**config.mk**
```make
export PLATFORM = sky130hd
export DESIGN_NAME = delta_timer_queue_with_clock_core
export DESIGN_NICKNAME = d
export VERILOG_FILES = /design/src/hdl/dtq_pkg.sv /design/src/hdl/dtq_ram.sv /design/src/hdl/dtq_clock.sv /design/src/hdl/delta_timer_queue_with_clock_core.sv
export SDC_FILE = /design/constraint.sdc
export NUM_CORES = 2
export LEC_CHECK = 0
export BUFFER_PORTS_ARGS = -buffer_cell sky130_fd_sc_hd__buf_2
export CAP_MARGIN = 20
export CORE_AREA = 2 2 339 341
export CTS_BUF_LIST = sky130_fd_sc_hd__clkbuf_16
export CTS_CLUSTER_SIZE = 16
export DETAILED_ROUTE_END_ITERATION = 8
export DIE_AREA = 0 0 341 343
export PLACE_DENSITY = 0.66
export SYNTH_ARGS = -nofsm -noshare
export SYNTH_HDL_FRONTEND = slang
export SYNTH_SLANG_ARGS = --single-unit
```
**constraint.sdc**
```tcl
create_clock -name clock -period 22.1 [get_ports clock]
set_input_delay 0 -clock clock [delete_from_list [all_inputs] [get_ports clock]]
set_output_delay 0 -clock clock [all_outputs]
set_load 0.01 [all_outputs]
```
**src/hdl/dtq_pkg.sv**
```systemverilog
// ----------------------------------------------------------------------------
// dtq_pkg
// Shared constants, codes and types of the delta timer queue.
// ----------------------------------------------------------------------------
package dtq_pkg;

   // Parameter defaults
   localparam int DEF_QUEUE_DEPTH = 16;
   localparam int DEF_DELAY_BITS  = 16;

   // Field widths
   localparam int OPCODE_BITS      = 2;
   localparam int DELAY_FIELD_BITS = 16;
   localparam int PROC_BITS        = 8;
   localparam int CODE_BITS        = 16;
   localparam int MSG_BITS         = 16;
   localparam int SEC_BITS         = 6;
   localparam int MIN_BITS         = 6;
   localparam int HOUR_BITS        = 5;
   localparam int STATUS_BITS      = 2;
   localparam int DISP_BITS        = 2;
   localparam int TPS_BITS         = 20;
   localparam int CSR_INDEX_BITS   = 1;

   // Request tdata layout
   localparam int REQ_DELAY_LSB  = 0;
   localparam int REQ_SENDER_LSB = 16;
   localparam int REQ_CODE_LSB   = 24;
   localparam int REQ_MSG_LSB    = 40;
   localparam int REQ_SEC_LSB    = 56;
   localparam int REQ_MIN_LSB    = 62;
   localparam int REQ_HOUR_LSB   = 68;
   localparam int REQ_DATA_BITS  = 80;

   // Response tdata layout; the pending count sits on top
   localparam int RSP_STATUS_LSB = 0;
   localparam int RSP_REL_LSB    = 2;
   localparam int RSP_PROC_LSB   = 3;
   localparam int RSP_CODE_LSB   = 11;
   localparam int RSP_MSG_LSB    = 27;
   localparam int RSP_DISP_LSB   = 43;
   localparam int RSP_SEC_LSB    = 45;
   localparam int RSP_MIN_LSB    = 51;
   localparam int RSP_HOUR_LSB   = 57;
   localparam int RSP_COUNT_LSB  = 62;

   // Operation codes
   localparam logic [OPCODE_BITS-1:0] OPC_TICK      = 2'd0;
   localparam logic [OPCODE_BITS-1:0] OPC_REQUEST   = 2'd1;
   localparam logic [OPCODE_BITS-1:0] OPC_SET_CLOCK = 2'd2;

   // Status codes
   localparam logic [STATUS_BITS-1:0] STATUS_OK   = 2'd0;
   localparam logic [STATUS_BITS-1:0] STATUS_BAD  = 2'd1;
   localparam logic [STATUS_BITS-1:0] STATUS_FULL = 2'd2;

   // Display update codes
   localparam logic [DISP_BITS-1:0] DISP_NONE  = 2'd0;
   localparam logic [DISP_BITS-1:0] DISP_TIME  = 2'd1;
   localparam logic [DISP_BITS-1:0] DISP_BLANK = 2'd2;

   // Register indexes
   localparam logic [CSR_INDEX_BITS-1:0] CSR_TICK_RATE       = 1'd0;
   localparam logic [CSR_INDEX_BITS-1:0] CSR_DISPLAY_ENABLED = 1'd1;
   localparam logic [TPS_BITS-1:0]       TPS_RESET           = 20'd10;

   // Clock rollover points
   localparam logic [SEC_BITS-1:0]  SEC_LAST  = 6'd59;
   localparam logic [MIN_BITS-1:0]  MIN_LAST  = 6'd59;
   localparam logic [HOUR_BITS-1:0] HOUR_LAST = 5'd23;

   // Sequencer states
   typedef enum logic [2:0] {
      ST_IDLE,
      ST_DECODE,
      ST_FOLD,
      ST_WALK,
      ST_TICK,
      ST_TICK_CHECK,
      ST_RESULT
   } state_type;

   // Control from the sequencer to the time-of-day clock
   typedef struct packed {
      logic                 tick;
      logic                 load;
      logic [SEC_BITS-1:0]  sec;
      logic [MIN_BITS-1:0]  min;
      logic [HOUR_BITS-1:0] hour;
   } clk_ctrl_type;

   // Time and rollover flag back from the clock
   typedef struct packed {
      logic                 rolled;
      logic [SEC_BITS-1:0]  sec;
      logic [MIN_BITS-1:0]  min;
      logic [HOUR_BITS-1:0] hour;
   } clk_status_type;

endpackage

```
**src/hdl/dtq_ram.sv**
```systemverilog
// ----------------------------------------------------------------------------
// dtq_ram
// Generic simple dual-port RAM: one write port, one registered read port.
// ----------------------------------------------------------------------------
module dtq_ram #(
   parameter int WIDTH = 8,
   parameter int DEPTH = 16
) (
   input  logic                     clock,
   input  logic                     wr_en,
   input  logic [$clog2(DEPTH)-1:0] wr_addr,
   input  logic [WIDTH-1:0]         wr_data,
   input  logic                     rd_en,
   input  logic [$clog2(DEPTH)-1:0] rd_addr,
   output logic [WIDTH-1:0]         rd_data
);

   logic [WIDTH-1:0] mem [DEPTH];
   logic [WIDTH-1:0] rd_data_ff;

   // Write port
   always_ff @(posedge clock) begin
      if (wr_en) begin
         mem[wr_addr] <= wr_data;
      end
   end

   // Registered read, held while not enabled
   always_ff @(posedge clock) begin
      if (rd_en) begin
         rd_data_ff <= mem[rd_addr];
      end
   end

   assign rd_data = rd_data_ff;

endmodule

```
**src/hdl/dtq_clock.sv**
```systemverilog
// ----------------------------------------------------------------------------
// dtq_clock
// Time-of-day clock: sub-second tick counter, seconds, minutes, hours.
// ----------------------------------------------------------------------------
module dtq_clock
   import dtq_pkg::*;
(
   input  logic                clock,
   input  logic                reset,
   input  logic [TPS_BITS-1:0] tick_rate,
   input  clk_ctrl_type        clk_ctrl,
   output clk_status_type      clk_status
);

   logic [TPS_BITS-1:0]  subsec_ff, subsec_in;
   logic [SEC_BITS-1:0]  sec_ff, sec_in;
   logic [MIN_BITS-1:0]  min_ff, min_in;
   logic [HOUR_BITS-1:0] hour_ff, hour_in;
   logic [TPS_BITS:0]    subsec_next;
   logic                 rolled;

   // Flag the tick that completes a second
   assign subsec_next = {1'b0, subsec_ff} + 1'b1;
   assign rolled      = subsec_next >= {1'b0, tick_rate};

   // Count ticks, roll the time, or load it
   always_comb begin
      subsec_in = subsec_ff;
      sec_in    = sec_ff;
      min_in    = min_ff;
      hour_in   = hour_ff;
      if (clk_ctrl.load) begin
         sec_in  = clk_ctrl.sec;
         min_in  = clk_ctrl.min;
         hour_in = clk_ctrl.hour;
      end else if (clk_ctrl.tick) begin
         if (!rolled) begin
            subsec_in = subsec_next[TPS_BITS-1:0];
         end else begin
            subsec_in = '0;
            if (sec_ff < SEC_LAST) begin
               sec_in = sec_ff + 1'b1;
            end else if (min_ff < MIN_LAST) begin
               sec_in = '0;
               min_in = min_ff + 1'b1;
            end else if (hour_ff < HOUR_LAST) begin
               sec_in  = '0;
               min_in  = '0;
               hour_in = hour_ff + 1'b1;
            end else begin
               sec_in  = '0;
               min_in  = '0;
               hour_in = '0;
            end
         end
      end
   end

   always_ff @(posedge clock) begin
      if (reset) begin
         subsec_ff <= '0;
         sec_ff    <= '0;
         min_ff    <= '0;
         hour_ff   <= '0;
      end else begin
         subsec_ff <= subsec_in;
         sec_ff    <= sec_in;
         min_ff    <= min_in;
         hour_ff   <= hour_in;
      end
   end

   assign clk_status.rolled = rolled;
   assign clk_status.sec    = sec_ff;
   assign clk_status.min    = min_ff;
   assign clk_status.hour   = hour_ff;

endmodule

```
**src/hdl/delta_timer_queue_with_clock_core.sv**
```systemverilog
// ----------------------------------------------------------------------------
// delta_timer_queue_with_clock_core
// Delta-list timer queue with a time-of-day clock, one result per item.
// ----------------------------------------------------------------------------
// One item is taken at a time and each gives one response transfer. A set
// clock or a rejected item goes from decode to the response register, a tick
// passes through the tick and tick-check steps, and an accepted delay request
// folds the elapsed ticks into the head and then inserts in sorted order: the
// insert walks the queue memory one entry per cycle, reading the next entry
// on the read port while the write port stores the current one. The next item
// can be taken in the cycle after the response register loads. A response that
// is not taken holds the following item in its last step until the register
// frees. The queue is a ring in memory, so releasing the head is a pointer
// step; no clearing pass follows reset.
// ----------------------------------------------------------------------------
module delta_timer_queue_with_clock_core
   import dtq_pkg::*;
#(
   parameter  int QUEUE_DEPTH = DEF_QUEUE_DEPTH,
   parameter  int DELAY_BITS  = DEF_DELAY_BITS,
   localparam int COUNT_BITS  = $clog2(QUEUE_DEPTH + 1),
   localparam int RSP_BITS    = ((RSP_COUNT_LSB + COUNT_BITS + 7) / 8) * 8
) (
   input  logic                      clock,
   input  logic                      reset,
   // request channel
   input  logic                      req_tvalid,
   output logic                      req_tready,
   // delay, sender, wake_code, message_handle, set_sec, set_min, set_hour
   input  logic [REQ_DATA_BITS-1:0]  req_tdata,
   // opcode
   input  logic [OPCODE_BITS-1:0]    req_tuser,
   // response channel
   output logic                      rsp_tvalid,
   input  logic                      rsp_tready,
   // status, released, release_process, release_code, release_message,
   // display_update, cur_sec, cur_min, cur_hour, pending_count
   output logic [RSP_BITS-1:0]       rsp_tdata,
   // register write channel
   input  logic                      csr_valid,
   output logic                      csr_ready,
   input  logic [CSR_INDEX_BITS-1:0] csr_index,
   input  logic [TPS_BITS-1:0]       csr_data
);

   localparam int AW        = $clog2(QUEUE_DEPTH);
   localparam int WIDE_BITS = (DELAY_BITS > DELAY_FIELD_BITS) ? DELAY_BITS : DELAY_FIELD_BITS;
   localparam logic [DELAY_BITS-1:0] DELAY_MAX  = '1;
   localparam logic [AW-1:0]         LAST_SLOT  = AW'(QUEUE_DEPTH - 1);
   localparam logic [COUNT_BITS-1:0] FULL_COUNT = COUNT_BITS'(QUEUE_DEPTH);

   typedef struct packed {
      logic [DELAY_BITS-1:0] delta;
      logic [PROC_BITS-1:0]  proc;
      logic [CODE_BITS-1:0]  code;
      logic [MSG_BITS-1:0]   msg;
   } entry_type;

   localparam int ENTRY_BITS = $bits(entry_type);

   // Step a ring slot
   function automatic logic [AW-1:0] next_slot(input logic [AW-1:0] slot);
      next_slot = (slot == LAST_SLOT) ? '0 : slot + 1'b1;
   endfunction

   // Control state
   state_type             state_ff, state_in;
   logic [COUNT_BITS-1:0] count_ff, count_in;
   logic [AW-1:0]         head_ff, head_in;
   logic [DELAY_BITS-1:0] elapsed_ff, elapsed_in;
   logic [TPS_BITS-1:0]   tps_ff, tps_in;
   logic                  disp_en_ff, disp_en_in;
   logic                  rsp_valid_ff, rsp_valid_in;

   // Item and result payload
   logic [OPCODE_BITS-1:0] op_ff, op_in;
   logic [DELAY_FIELD_BITS-1:0] delay_ff, delay_in;
   logic [PROC_BITS-1:0]   sender_ff, sender_in;
   logic [CODE_BITS-1:0]   code_ff, code_in;
   logic [MSG_BITS-1:0]    msg_ff, msg_in;
   logic [SEC_BITS-1:0]    set_sec_ff, set_sec_in;
   logic [MIN_BITS-1:0]    set_min_ff, set_min_in;
   logic [HOUR_BITS-1:0]   set_hour_ff, set_hour_in;
   logic [STATUS_BITS-1:0] status_ff, status_in;
   logic                   rel_ff, rel_in;
   logic [PROC_BITS-1:0]   rel_proc_ff, rel_proc_in;
   logic [CODE_BITS-1:0]   rel_code_ff, rel_code_in;
   logic [MSG_BITS-1:0]    rel_msg_ff, rel_msg_in;
   logic [DISP_BITS-1:0]   disp_ff, disp_in;
   logic [RSP_BITS-1:0]    rsp_data_ff, rsp_data_in;

   // Insert walk
   logic [COUNT_BITS-1:0] idx_ff, idx_in;
   logic [AW-1:0]         wr_ptr_ff, wr_ptr_in;
   logic [DELAY_BITS-1:0] rem_ff, rem_in;
   logic                  found_ff, found_in;
   entry_type             cur_ff, cur_in;

   // Queue memory
   logic                  ram_wr_en, ram_rd_en;
   logic [AW-1:0]         ram_wr_addr, ram_rd_addr;
   logic [ENTRY_BITS-1:0] ram_wr_data, ram_rd_data;
   entry_type             ram_rd, walk_entry, new_entry;

   // Shared subtract and compare unit
   logic [DELAY_BITS-1:0] sub_x, sub_y;
   logic [DELAY_BITS:0]   sub_diff;
   logic                  sub_borrow;

   // Clock interface and item checks
   clk_ctrl_type          clk_ctrl;
   clk_status_type        clk_status;
   logic [WIDE_BITS-1:0]  delay_wide;
   logic [DELAY_BITS-1:0] delay_sat;
   logic                  req_bad, queue_full, walk_last;

   dtq_ram #(
      .WIDTH (ENTRY_BITS),
      .DEPTH (QUEUE_DEPTH)
   ) u_queue_ram (
      .clock   (clock),
      .wr_en   (ram_wr_en),
      .wr_addr (ram_wr_addr),
      .wr_data (ram_wr_data),
      .rd_en   (ram_rd_en),
      .rd_addr (ram_rd_addr),
      .rd_data (ram_rd_data)
   );

   dtq_clock u_clock (
      .clock      (clock),
      .reset      (reset),
      .tick_rate  (tps_ff),
      .clk_ctrl   (clk_ctrl),
      .clk_status (clk_status)
   );

   assign ram_rd     = ram_rd_data;
   assign walk_entry = (idx_ff == '0) ? cur_ff : ram_rd;
   assign new_entry  = '{delta: rem_ff, proc: sender_ff, code: code_ff, msg: msg_ff};
   assign walk_last  = (idx_ff == count_ff);
   assign req_bad    = (delay_ff == '0) || (msg_ff == '0);
   assign queue_full = (count_ff >= FULL_COUNT);

   // Saturate the requested delay to the stored range
   assign delay_wide = WIDE_BITS'(req_tdata[REQ_DELAY_LSB +: DELAY_FIELD_BITS]);
   assign delay_sat  = (delay_wide > WIDE_BITS'(DELAY_MAX)) ? DELAY_MAX
                                                            : delay_wide[DELAY_BITS-1:0];

   // Pick subtractor operands for the current step
   always_comb begin
      case (state_ff)
         ST_FOLD: begin
            sub_x = ram_rd.delta;
            sub_y = elapsed_ff;
         end
         ST_WALK: begin
            sub_x = rem_ff;
            sub_y = walk_entry.delta;
         end
         default: begin
            sub_x = elapsed_ff;
            sub_y = cur_ff.delta;
         end
      endcase
   end

   assign sub_diff   = {1'b0, sub_x} - {1'b0, sub_y};
   assign sub_borrow = sub_diff[DELAY_BITS];

   // Next state
   always_comb begin
      state_in = state_ff;
      case (state_ff)
         ST_IDLE: begin
            if (req_tvalid) state_in = ST_DECODE;
         end
         ST_DECODE: begin
            case (op_ff)
               OPC_TICK:    state_in = ST_TICK;
               OPC_REQUEST: state_in = (req_bad || queue_full) ? ST_RESULT : ST_FOLD;
               default:     state_in = ST_RESULT;
            endcase
         end
         ST_FOLD:       state_in = ST_WALK;
         ST_WALK: begin
            if (walk_last) state_in = ST_RESULT;
         end
         ST_TICK:       state_in = ST_TICK_CHECK;
         ST_TICK_CHECK: state_in = ST_RESULT;
         ST_RESULT: begin
            if (!rsp_valid_ff || rsp_tready) state_in = ST_IDLE;
         end
         default:       state_in = ST_IDLE;
      endcase
   end

   // Datapath and outputs
   always_comb begin
      count_in     = count_ff;
      head_in      = head_ff;
      elapsed_in   = elapsed_ff;
      op_in        = op_ff;
      delay_in     = delay_ff;
      sender_in    = sender_ff;
      code_in      = code_ff;
      msg_in       = msg_ff;
      set_sec_in   = set_sec_ff;
      set_min_in   = set_min_ff;
      set_hour_in  = set_hour_ff;
      status_in    = status_ff;
      rel_in       = rel_ff;
      rel_proc_in  = rel_proc_ff;
      rel_code_in  = rel_code_ff;
      rel_msg_in   = rel_msg_ff;
      disp_in      = disp_ff;
      idx_in       = idx_ff;
      wr_ptr_in    = wr_ptr_ff;
      rem_in       = rem_ff;
      found_in     = found_ff;
      cur_in       = cur_ff;
      rsp_data_in  = rsp_data_ff;
      rsp_valid_in = rsp_valid_ff & ~rsp_tready;
      ram_wr_en    = 1'b0;
      ram_wr_addr  = wr_ptr_ff;
      ram_wr_data  = cur_ff;
      ram_rd_en    = 1'b0;
      ram_rd_addr  = head_ff;
      req_tready   = 1'b0;
      clk_ctrl.tick = 1'b0;
      clk_ctrl.load = 1'b0;
      clk_ctrl.sec  = set_sec_ff;
      clk_ctrl.min  = set_min_ff;
      clk_ctrl.hour = set_hour_ff;

      case (state_ff)
         // Take the item and clear the result
         ST_IDLE: begin
            req_tready = 1'b1;
            if (req_tvalid) begin
               op_in       = req_tuser;
               delay_in    = req_tdata[REQ_DELAY_LSB  +: DELAY_FIELD_BITS];
               sender_in   = req_tdata[REQ_SENDER_LSB +: PROC_BITS];
               code_in     = req_tdata[REQ_CODE_LSB   +: CODE_BITS];
               msg_in      = req_tdata[REQ_MSG_LSB    +: MSG_BITS];
               set_sec_in  = req_tdata[REQ_SEC_LSB    +: SEC_BITS];
               set_min_in  = req_tdata[REQ_MIN_LSB    +: MIN_BITS];
               set_hour_in = req_tdata[REQ_HOUR_LSB   +: HOUR_BITS];
               rem_in      = delay_sat;
               status_in   = STATUS_OK;
               rel_in      = 1'b0;
               rel_proc_in = '0;
               rel_code_in = '0;
               rel_msg_in  = '0;
               disp_in     = DISP_NONE;
            end
         end
         // Read the head and dispatch
         ST_DECODE: begin
            ram_rd_en = 1'b1;
            idx_in    = '0;
            wr_ptr_in = head_ff;
            found_in  = 1'b0;
            case (op_ff)
               OPC_TICK: ;
               OPC_REQUEST: begin
                  if (req_bad) begin
                     status_in = STATUS_BAD;
                  end else if (queue_full) begin
                     status_in = STATUS_FULL;
                  end
               end
               OPC_SET_CLOCK: begin
                  clk_ctrl.load = 1'b1;
                  disp_in = disp_en_ff ? DISP_TIME : DISP_NONE;
               end
               default: status_in = STATUS_BAD;
            endcase
         end
         // Fold the elapsed ticks into the head entry
         ST_FOLD: begin
            cur_in       = ram_rd;
            cur_in.delta = sub_borrow ? '0 : sub_diff[DELAY_BITS-1:0];
            elapsed_in   = '0;
         end
         // Walk the queue, write one slot per cycle
         ST_WALK: begin
            ram_rd_en   = 1'b1;
            ram_rd_addr = next_slot(wr_ptr_ff);
            ram_wr_en   = 1'b1;
            idx_in      = idx_ff + 1'b1;
            wr_ptr_in   = next_slot(wr_ptr_ff);
            if (walk_last) begin
               ram_wr_data = found_ff ? cur_ff : new_entry;
               count_in    = count_ff + 1'b1;
            end else if (found_ff) begin
               ram_wr_data = cur_ff;
               cur_in      = walk_entry;
            end else if (!sub_borrow) begin
               ram_wr_data = walk_entry;
               rem_in      = sub_diff[DELAY_BITS-1:0];
            end else begin
               ram_wr_data  = new_entry;
               found_in     = 1'b1;
               cur_in       = walk_entry;
               cur_in.delta = walk_entry.delta - rem_ff;
            end
         end
         // Advance the clock and the elapsed count, hold the head
         ST_TICK: begin
            clk_ctrl.tick = 1'b1;
            if (clk_status.rolled) begin
               disp_in = disp_en_ff ? DISP_TIME : DISP_BLANK;
            end
            if (count_ff == '0) begin
               elapsed_in = '0;
            end else if (elapsed_ff != DELAY_MAX) begin
               elapsed_in = elapsed_ff + 1'b1;
            end
            cur_in = ram_rd;
         end
         // Release a due head entry
         ST_TICK_CHECK: begin
            if ((count_ff != '0) && !sub_borrow) begin
               rel_in      = 1'b1;
               rel_proc_in = cur_ff.proc;
               rel_code_in = cur_ff.code;
               rel_msg_in  = cur_ff.msg;
               head_in     = next_slot(head_ff);
               count_in    = count_ff - 1'b1;
               elapsed_in  = '0;
            end
         end
         // Load the response register once it is free
         ST_RESULT: begin
            if (!rsp_valid_ff || rsp_tready) begin
               rsp_valid_in = 1'b1;
               rsp_data_in  = '0;
               rsp_data_in[RSP_STATUS_LSB +: STATUS_BITS] = status_ff;
               rsp_data_in[RSP_REL_LSB]                   = rel_ff;
               rsp_data_in[RSP_PROC_LSB   +: PROC_BITS]   = rel_proc_ff;
               rsp_data_in[RSP_CODE_LSB   +: CODE_BITS]   = rel_code_ff;
               rsp_data_in[RSP_MSG_LSB    +: MSG_BITS]    = rel_msg_ff;
               rsp_data_in[RSP_DISP_LSB   +: DISP_BITS]   = disp_ff;
               rsp_data_in[RSP_SEC_LSB    +: SEC_BITS]    = clk_status.sec;
               rsp_data_in[RSP_MIN_LSB    +: MIN_BITS]    = clk_status.min;
               rsp_data_in[RSP_HOUR_LSB   +: HOUR_BITS]   = clk_status.hour;
               rsp_data_in[RSP_COUNT_LSB  +: COUNT_BITS]  = count_ff;
            end
         end
         default: ;
      endcase
   end

   // Take register writes at any time
   assign csr_ready = 1'b1;

   always_comb begin
      tps_in     = tps_ff;
      disp_en_in = disp_en_ff;
      if (csr_valid) begin
         case (csr_index)
            CSR_TICK_RATE:       tps_in     = csr_data;
            CSR_DISPLAY_ENABLED: disp_en_in = csr_data[0];
            default: ;
         endcase
      end
   end

   // Control registers
   always_ff @(posedge clock) begin
      if (reset) begin
         state_ff     <= ST_IDLE;
         count_ff     <= '0;
         head_ff      <= '0;
         elapsed_ff   <= '0;
         tps_ff       <= TPS_RESET;
         disp_en_ff   <= 1'b1;
         rsp_valid_ff <= 1'b0;
      end else begin
         state_ff     <= state_in;
         count_ff     <= count_in;
         head_ff      <= head_in;
         elapsed_ff   <= elapsed_in;
         tps_ff       <= tps_in;
         disp_en_ff   <= disp_en_in;
         rsp_valid_ff <= rsp_valid_in;
      end
   end

   // Payload registers
   always_ff @(posedge clock) begin
      op_ff       <= op_in;
      delay_ff    <= delay_in;
      sender_ff   <= sender_in;
      code_ff     <= code_in;
      msg_ff      <= msg_in;
      set_sec_ff  <= set_sec_in;
      set_min_ff  <= set_min_in;
      set_hour_ff <= set_hour_in;
      status_ff   <= status_in;
      rel_ff      <= rel_in;
      rel_proc_ff <= rel_proc_in;
      rel_code_ff <= rel_code_in;
      rel_msg_ff  <= rel_msg_in;
      disp_ff     <= disp_in;
      idx_ff      <= idx_in;
      wr_ptr_ff   <= wr_ptr_in;
      rem_ff      <= rem_in;
      found_ff    <= found_in;
      cur_ff      <= cur_in;
      rsp_data_ff <= rsp_data_in;
   end

   assign rsp_tvalid = rsp_valid_ff;
   assign rsp_tdata  = rsp_data_ff;

endmodule

```
# Word level (Yosys, flattened, before mapping)
# Memories as Yosys holds them, arrays and structs flattened. A register that Yosys moved wholly into a read port is not among the register bits.
# Index checks and enable logic that the tools add are counted.
# totals
memories	1
out_inout_bits	75
ram_bits	896
elab_cells	215
input_bits	108
ff_bits	356
# mem_list
memory	depth	width	rd	rd_ports_with_merged_regs	write_ports	line_no	text
u_queue_ram.mem	16	56	1	1	1	dtq_ram.sv:18	logic [WIDTH-1:0] mem [DEPTH];
# op_classes
mux	88
addsub	12
n_reduce_logical	43
bitwise_logic	4
n_lt_le_gt_ge	6
eq_ne	27
# ops
cell	count
$mux W56	9
$mux W16	12
$pmux W56 S3	1
$pmux W16 S2	5
$mux W6	9
$pmux W16 S3	1
$mux W5	8
$logic_not A16 Y1	2
$add A20 B1 Y21 const B	1
$ge A21 B20 Y1	1
$pmux W3 S7	1
$mux W20	1
$ne A2 B2 Y1 const B	10
$pmux W5 S2	2
$reduce_and A3 Y1	6
$sub A16 B16 Y17	1
$add A16 B1 Y16 const B	1
$gt A16 B16 Y1 const B	1
$mux W1	16
$mux W8	2
$ne A16 B16 Y1 const B	1
$pmux W8 S2	1
$reduce_and A2 Y1	8
$sub A16 B16 Y16	1
other kinds (39)	79

# Depth between registers and ports, before layout
# depth
ltp_word	8
depth_mapped	22
mapped_depth_nobuf	18

# Hierarchy
# A second synthesis with hierarchy kept.
# hier_totals
hier_cells	3182
hier_area_um2	53645.2
# modules_own_cells
mod	seq_area_each_um2	instances	area_each_um2	cells_per_inst
dtq_ram	28587.4	1	35238.8	1445
delta_timer_queue_with_clock_core	9078.7	1	15621.2	1377
dtq_clock	740.7	1	2785.2	360

# Worst setup path after synthesis
# OpenSTA, ideal clock, no wires.
# synth_path
kind	flip-flop to flip-flop
startpoint	register idx_ff[0]
endpoint	register cur_ff[0] (netlist name) (enable)
setup_ns	0.494
required_ns	21.606
period_less_slack_ns	7.463
setup_slack_ns	14.637
path_buffers	3
stages_incl_launch_ff	20
arrival_ns	6.969
cell_sequence	edfxtp_1 -> inv_1 -> ha_1 -> nor4b_1 -> clkbuf_1 -> clkbuf_1 -> mux2_2 -> nor2_1 -> nor3_1 -> a21oi_1 -> ha_1 -> nor2b_1 -> o31a_1 -> o211ai_2 -> a211oi_1 -> or4_4 -> buf_6 -> a31oi_1 -> o21ai_0 -> a22oi_1
# synth_between
elab_chain_cells	6
elab_cells_between_ends	8
classes_between	add/sub: 1; eq/ne: 3; mux: 2; reduce/logical: 2
# synth_lines
item	line_no	text
start: declaration	delta_timer_queue_with_clock_core.sv:93	logic [COUNT_BITS-1:0] idx_ff, idx_in;
start signal: assignment	delta_timer_queue_with_clock_core.sv:407	idx_ff <= idx_in;
$logic_not A5 Y1	delta_timer_queue_with_clock_core.sv:139	assign walk_entry = (idx_ff == '0) ? cur_ff : ram_rd;
$mux W56	delta_timer_queue_with_clock_core.sv:139	
$pmux W16 S2	delta_timer_queue_with_clock_core.sv:152	case (state_ff)
$sub A16 B16 Y17	delta_timer_queue_with_clock_core.sv:168	assign sub_diff = {1'b0, sub_x} - {1'b0, sub_y};
$ne A3 B3 Y1 (no line)	--	
$reduce_and A3 Y1 (no line) *	--	
end signal: assignment	delta_timer_queue_with_clock_core.sv:411	cur_ff <= cur_in;
end: declaration	delta_timer_queue_with_clock_core.sv:97	entry_type cur_ff, cur_in;
# Every way passes the cells marked *; elsewhere a longest branch is shown, timed or not.
# A chain may end at the register's enable or synchronous reset.

# Worst setup path after layout
# layout_path
startpoint	register idx_ff[0]
endpoint	memory u_queue_ram.mem[5][12] (netlist name) (data pin)
# layout_between
elab_chain_cells	8
elab_cells_between_ends	9
classes_between	add/sub: 1; eq/ne: 1; mux: 6; reduce/logical: 1
# layout_lines
item	line_no	text
$logic_not A5 Y1	delta_timer_queue_with_clock_core.sv:139	
$mux W56	delta_timer_queue_with_clock_core.sv:139	
$pmux W16 S2	delta_timer_queue_with_clock_core.sv:152	
$sub A16 B16 Y17	delta_timer_queue_with_clock_core.sv:168	
$mux W56	delta_timer_queue_with_clock_core.sv:299	end else if (!sub_borrow) begin
$mux W56	delta_timer_queue_with_clock_core.sv:296	end else if (found_ff) begin
$mux W56 *	delta_timer_queue_with_clock_core.sv:293	if (walk_last) begin
$mux W56 *	delta_timer_queue_with_clock_core.sv:236	case (state_ff)
via ram_wr_data[12]	delta_timer_queue_with_clock_core.sv:102	logic [ENTRY_BITS-1:0] ram_wr_data, ram_rd_data;
end: declaration	dtq_ram.sv:18	
# Mark *: on every way through the listed nets, which the timed path passes. The rest lies on a longest branch.

==> results.sh <==
export IMPL_die_h_um=343
export IMPL_post_cts_buffers=0
export IMPL_final_hold_violation_count=0
export IMPL_wl_met1_um=59100
export IMPL_numCtsBuffers=137
export IMPL_routed_wl_um=134000
export IMPL_synth_ff_type="edfxtp_1"
export IMPL_highest_signal_layer="met4"
export IMPL_layout_drive_gt1_share=0.131
export IMPL_grt_util_all_layers=0.228
export IMPL_vias=32404
export IMPL_met2WireLength_um=64800
export IMPL_clock_path_buffers=3
export IMPL_syn_area_sq_um=56200
export IMPL_routed_wl_met3_um=7460
export IMPL_fill_cells=8719
export IMPL_irDropWorstVdd_mv=0.0730
export IMPL_worst_slew_pin_slew_ns=1.22
export IMPL_drt_pass1_iterations=5
export IMPL_endpoint_kind="flop"
export IMPL_grt_first_pass_wirelength_um=198000
export IMPL_cap_viol_max_count=0
export IMPL_place_congestion=0.841
export IMPL_drv_slew=0
export IMPL_p_comb_frac=0.083
export IMPL_synth_top_area_share=0.653
export IMPL_async_flop_share=0
export IMPL_whs_ns=0.0334
export IMPL_crit_type="reg2reg"
export IMPL_clkSlewWorstSetupHoldPaths_ns=0.06
export IMPL_port_buffer_count=169
export IMPL_ys_warnings_count=0
export IMPL_finalNetCount=4284
export IMPL_h_tree_depth=4
export IMPL_status="completed"
export IMPL_yosysTopAreaCell="edfxtp_1"
export IMPL_stdcell_count=5728
export IMPL_die_area_sq_um=117000
export IMPL_synth_edf_count=1221
export IMPL_cp_max_fo=22
export IMPL_rrSetupSlack_ns=15.64
export IMPL_fmax_mhz=155
export IMPL_stdcell_area_sq_um=65000
export IMPL_internal_power_mw=4.27
export IMPL_vias_per_cell=5.66
export IMPL_hpwl_um=70100
export IMPL_cts_tree="done"
export IMPL_rows=124
export IMPL_cts_sinks=1308
export IMPL_postSynthCellCount=3737
export IMPL_setup_viol=0
export IMPL_rsz0062_at_grt="no"
export IMPL_grt_ovfl_total=0
export IMPL_grt_max_degree=144
export IMPL_drc=0
export IMPL_ys_types=78
export IMPL_syn_area_per_cell_sq_um=15.0
export IMPL_clkPwrFrac=0.399
export IMPL_min_path_type="in2reg"
export IMPL_startpoint_type="flop"
export IMPL_avgRoutedWirePerCell_um=23.4
export IMPL_power_switching_mw=1.28
export IMPL_worstPathRequired_ns=22.53
export IMPL_start_util=0.495
export IMPL_insertion_delay_ns=0.74
export IMPL_dp_cells=5295
export IMPL_core_area_sq_um=113000
export IMPL_syn2layout_area_growth_pct=15.7
export IMPL_root_buffer="clkbuf_16"
export IMPL_pwr_share_seq=0.518
export IMPL_synth_area_leaders="edfxtp_1 65%, mux2i_1 16%, dfxtp_1 3.1%, nand2_1 1.6%, ha_1 1.5%"
export IMPL_period_needed_ns=6.46
export IMPL_slew_headroom=0.187
export IMPL_power_density_nw_per_um2=85.3
export IMPL_swShare=0.230
export IMPL_antenna_found_initial=1
export IMPL_ys_ff_latch=1308
export IMPL_skew_ns=0.0329
export IMPL_worstPathArrival_ns=6.89
export IMPL_tns_ns=0
export IMPL_fin_crit_sh=0.292
export IMPL_leakage_nw=23.0
export IMPL_drtIter0Drc=2994
export IMPL_die_x_um=341
export IMPL_place_area_sq_um=58800
export IMPL_grt_pass1_vias=31512
export IMPL_ys_seq_area_frac=0.684
export IMPL_io_pins=183
export IMPL_ant_nets=0
## metal layers
metal,up-vias,global-route usage
met5,-,0
met3,193,0.0339
met2,973,0.382
met4,0,0.0586
li1,14995,-
met1,16243,0.313
## cells in the mapped netlist, types with 4 or more instances
cell,count
dfxtp_1,87
o21ai_0,146
o211ai_1,6
xnor2_1,33
mux2i_1,876
o221ai_2,40
edfxtp_1,1221
or3_1,7
nor2b_1,16
buf_2,67
a21oi_1,106
nand3b_1,5
xor2_1,20
o21a_1,10
nor2_1,153
buf_1,36
buf_6,8
o31ai_1,9
a211oi_1,11
mux2_2,18
o41ai_1,4
or4_1,9
nand3_1,83
ha_1,66
or2_2,4
a31oi_1,17
inv_1,105
a21o_1,18
nor4_1,13
nand2b_1,24
a211o_1,4
a311oi_1,5
o221ai_1,9
nor3_1,43
nand2_1,247
a32oi_1,7
and3_1,11
a22oi_1,10
nand4_1,13
clkbuf_1,82
and2_1,24
buf_4,7
## registers in the layout, summed over array words and instances (netlist names), 16 cells and up
name,cells
u_queue_ram.mem,896
rsp_tdata,67
cur_ff,56
u_queue_ram.rd_data,56
tps_ff,20
u_clock.subsec_ff,20
code_ff,16
delay_ff,16
elapsed_ff,16
msg_ff,16
rel_code_ff,16
rel_msg_ff,16
rem_ff,16
## cell usage in the layout, fill, tap and decap left out, drive strengths merged, types with 13 or more instances in the layout
cell            n
a31oi          17
mux2           18
a21oi         107
nand2         247
dfxtp          87
mux2i         876
and2           24
nor2          153
buf           245
inv           140
a21o           18
xnor2          33
a211oi         13
nor2b          16
dlygate4sd3   182
clkbuf        141
and3           13
o21ai         148
clkinv         54
nor3           44
xor2           20
edfxtp       1221
nand2b         24
nor4           13
o221ai         49
nand4          13
ha             66
nand3          83
## critical path, stage by stage (launching register included)
cell      delay [ns]
edfxtp_1        0.47
inv_1           0.09
ha_1            0.14
nor4b_2         0.18
buf_4           0.41
mux2_2          0.41
inv_1           0.08
nor2_1          0.05
a21oi_1         0.11
o21ai_0         0.09
ha_1            0.27
fa_1            0.47
nor2b_1         0.17
o31a_1          0.20
o211ai_2        0.12
a211oi_1        0.46
or4_4           0.29
and3_4          0.52
nand2b_4        0.42
buf_4           0.48
o221ai_2        0.65
## cell families after synthesis
group / after synthesis / synth area share
xor+xnor: 53 / 0.00826
other cells: 2 / 0.000134
buf+inv: 305 / 0.0234
mux: 894 / 0.160
fa+ha+maj: 69 / 0.0158
compound gates: 441 / 0.0547
flops: 1308 / 0.684
simple gates: 665 / 0.0546
## worst paths after layout
kind | startpoint | endpoint | cells after the start
worst min-delay path | req_tdata[10] | delay_ff[10] | 2
worst max register to register | idx_ff[0] | u_queue_ram.mem[5][12] | 20
worst max-delay path | idx_ff[0] | u_queue_ram.mem[5][12] | 20
worst min register to register | rel_msg_ff[7] | rsp_tdata[34] | 0
## power groups by stage
| stage | logic (mW) | clock network (mW) | registers (mW) |
|---|---|---|---|
| 2_1_floorplan | 0.293 | 0 | 2.91 |
| 5_1_grt | 0.505 | 2.34 | 2.88 |
| 4_1_cts | 0.459 | 2.25 | 2.87 |
| 3_3_place_gp | 0.424 | 0 | 2.92 |
| 3_5_place_dp | 0.433 | 0 | 2.92 |
| 6_report | 0.462 | 2.21 | 2.87 |
## final cells by class
type / instances / area (sq um) / share of cell area
clock buffers: 141 / 3530 / 0.0543
repair buffers: 427 / 3340 / 0.0513
multi-input cells: 2128 / 16600 / 0.256
well taps: 1512 / 1890 / 0.0291
diodes: 2 / 5.00 / 0.0000770
flip-flops and latches: 1308 / 38400 / 0.591
inverters: 105 / 399 / 0.00614
clock inverters: 105 / 790 / 0.0121
## stage by stage
stage	worst slack, ns	utilization	total power [mW]
detailed placement	15.72	0.518	3.35
finish	15.64	0.573	5.54
global placement	15.86	0.518	3.34
global route	15.20	0.573	5.72
floorplan	14.64	-	3.20
CTS	15.71	0.572	5.58
## timing repair
item,in CTS,in global routing
hold buffers,182,0
endpoints found under the setup margin,0,0
endpoints found under the hold margin,137,0
resized for setup,0,0
(Power assumes the default switching activity.)
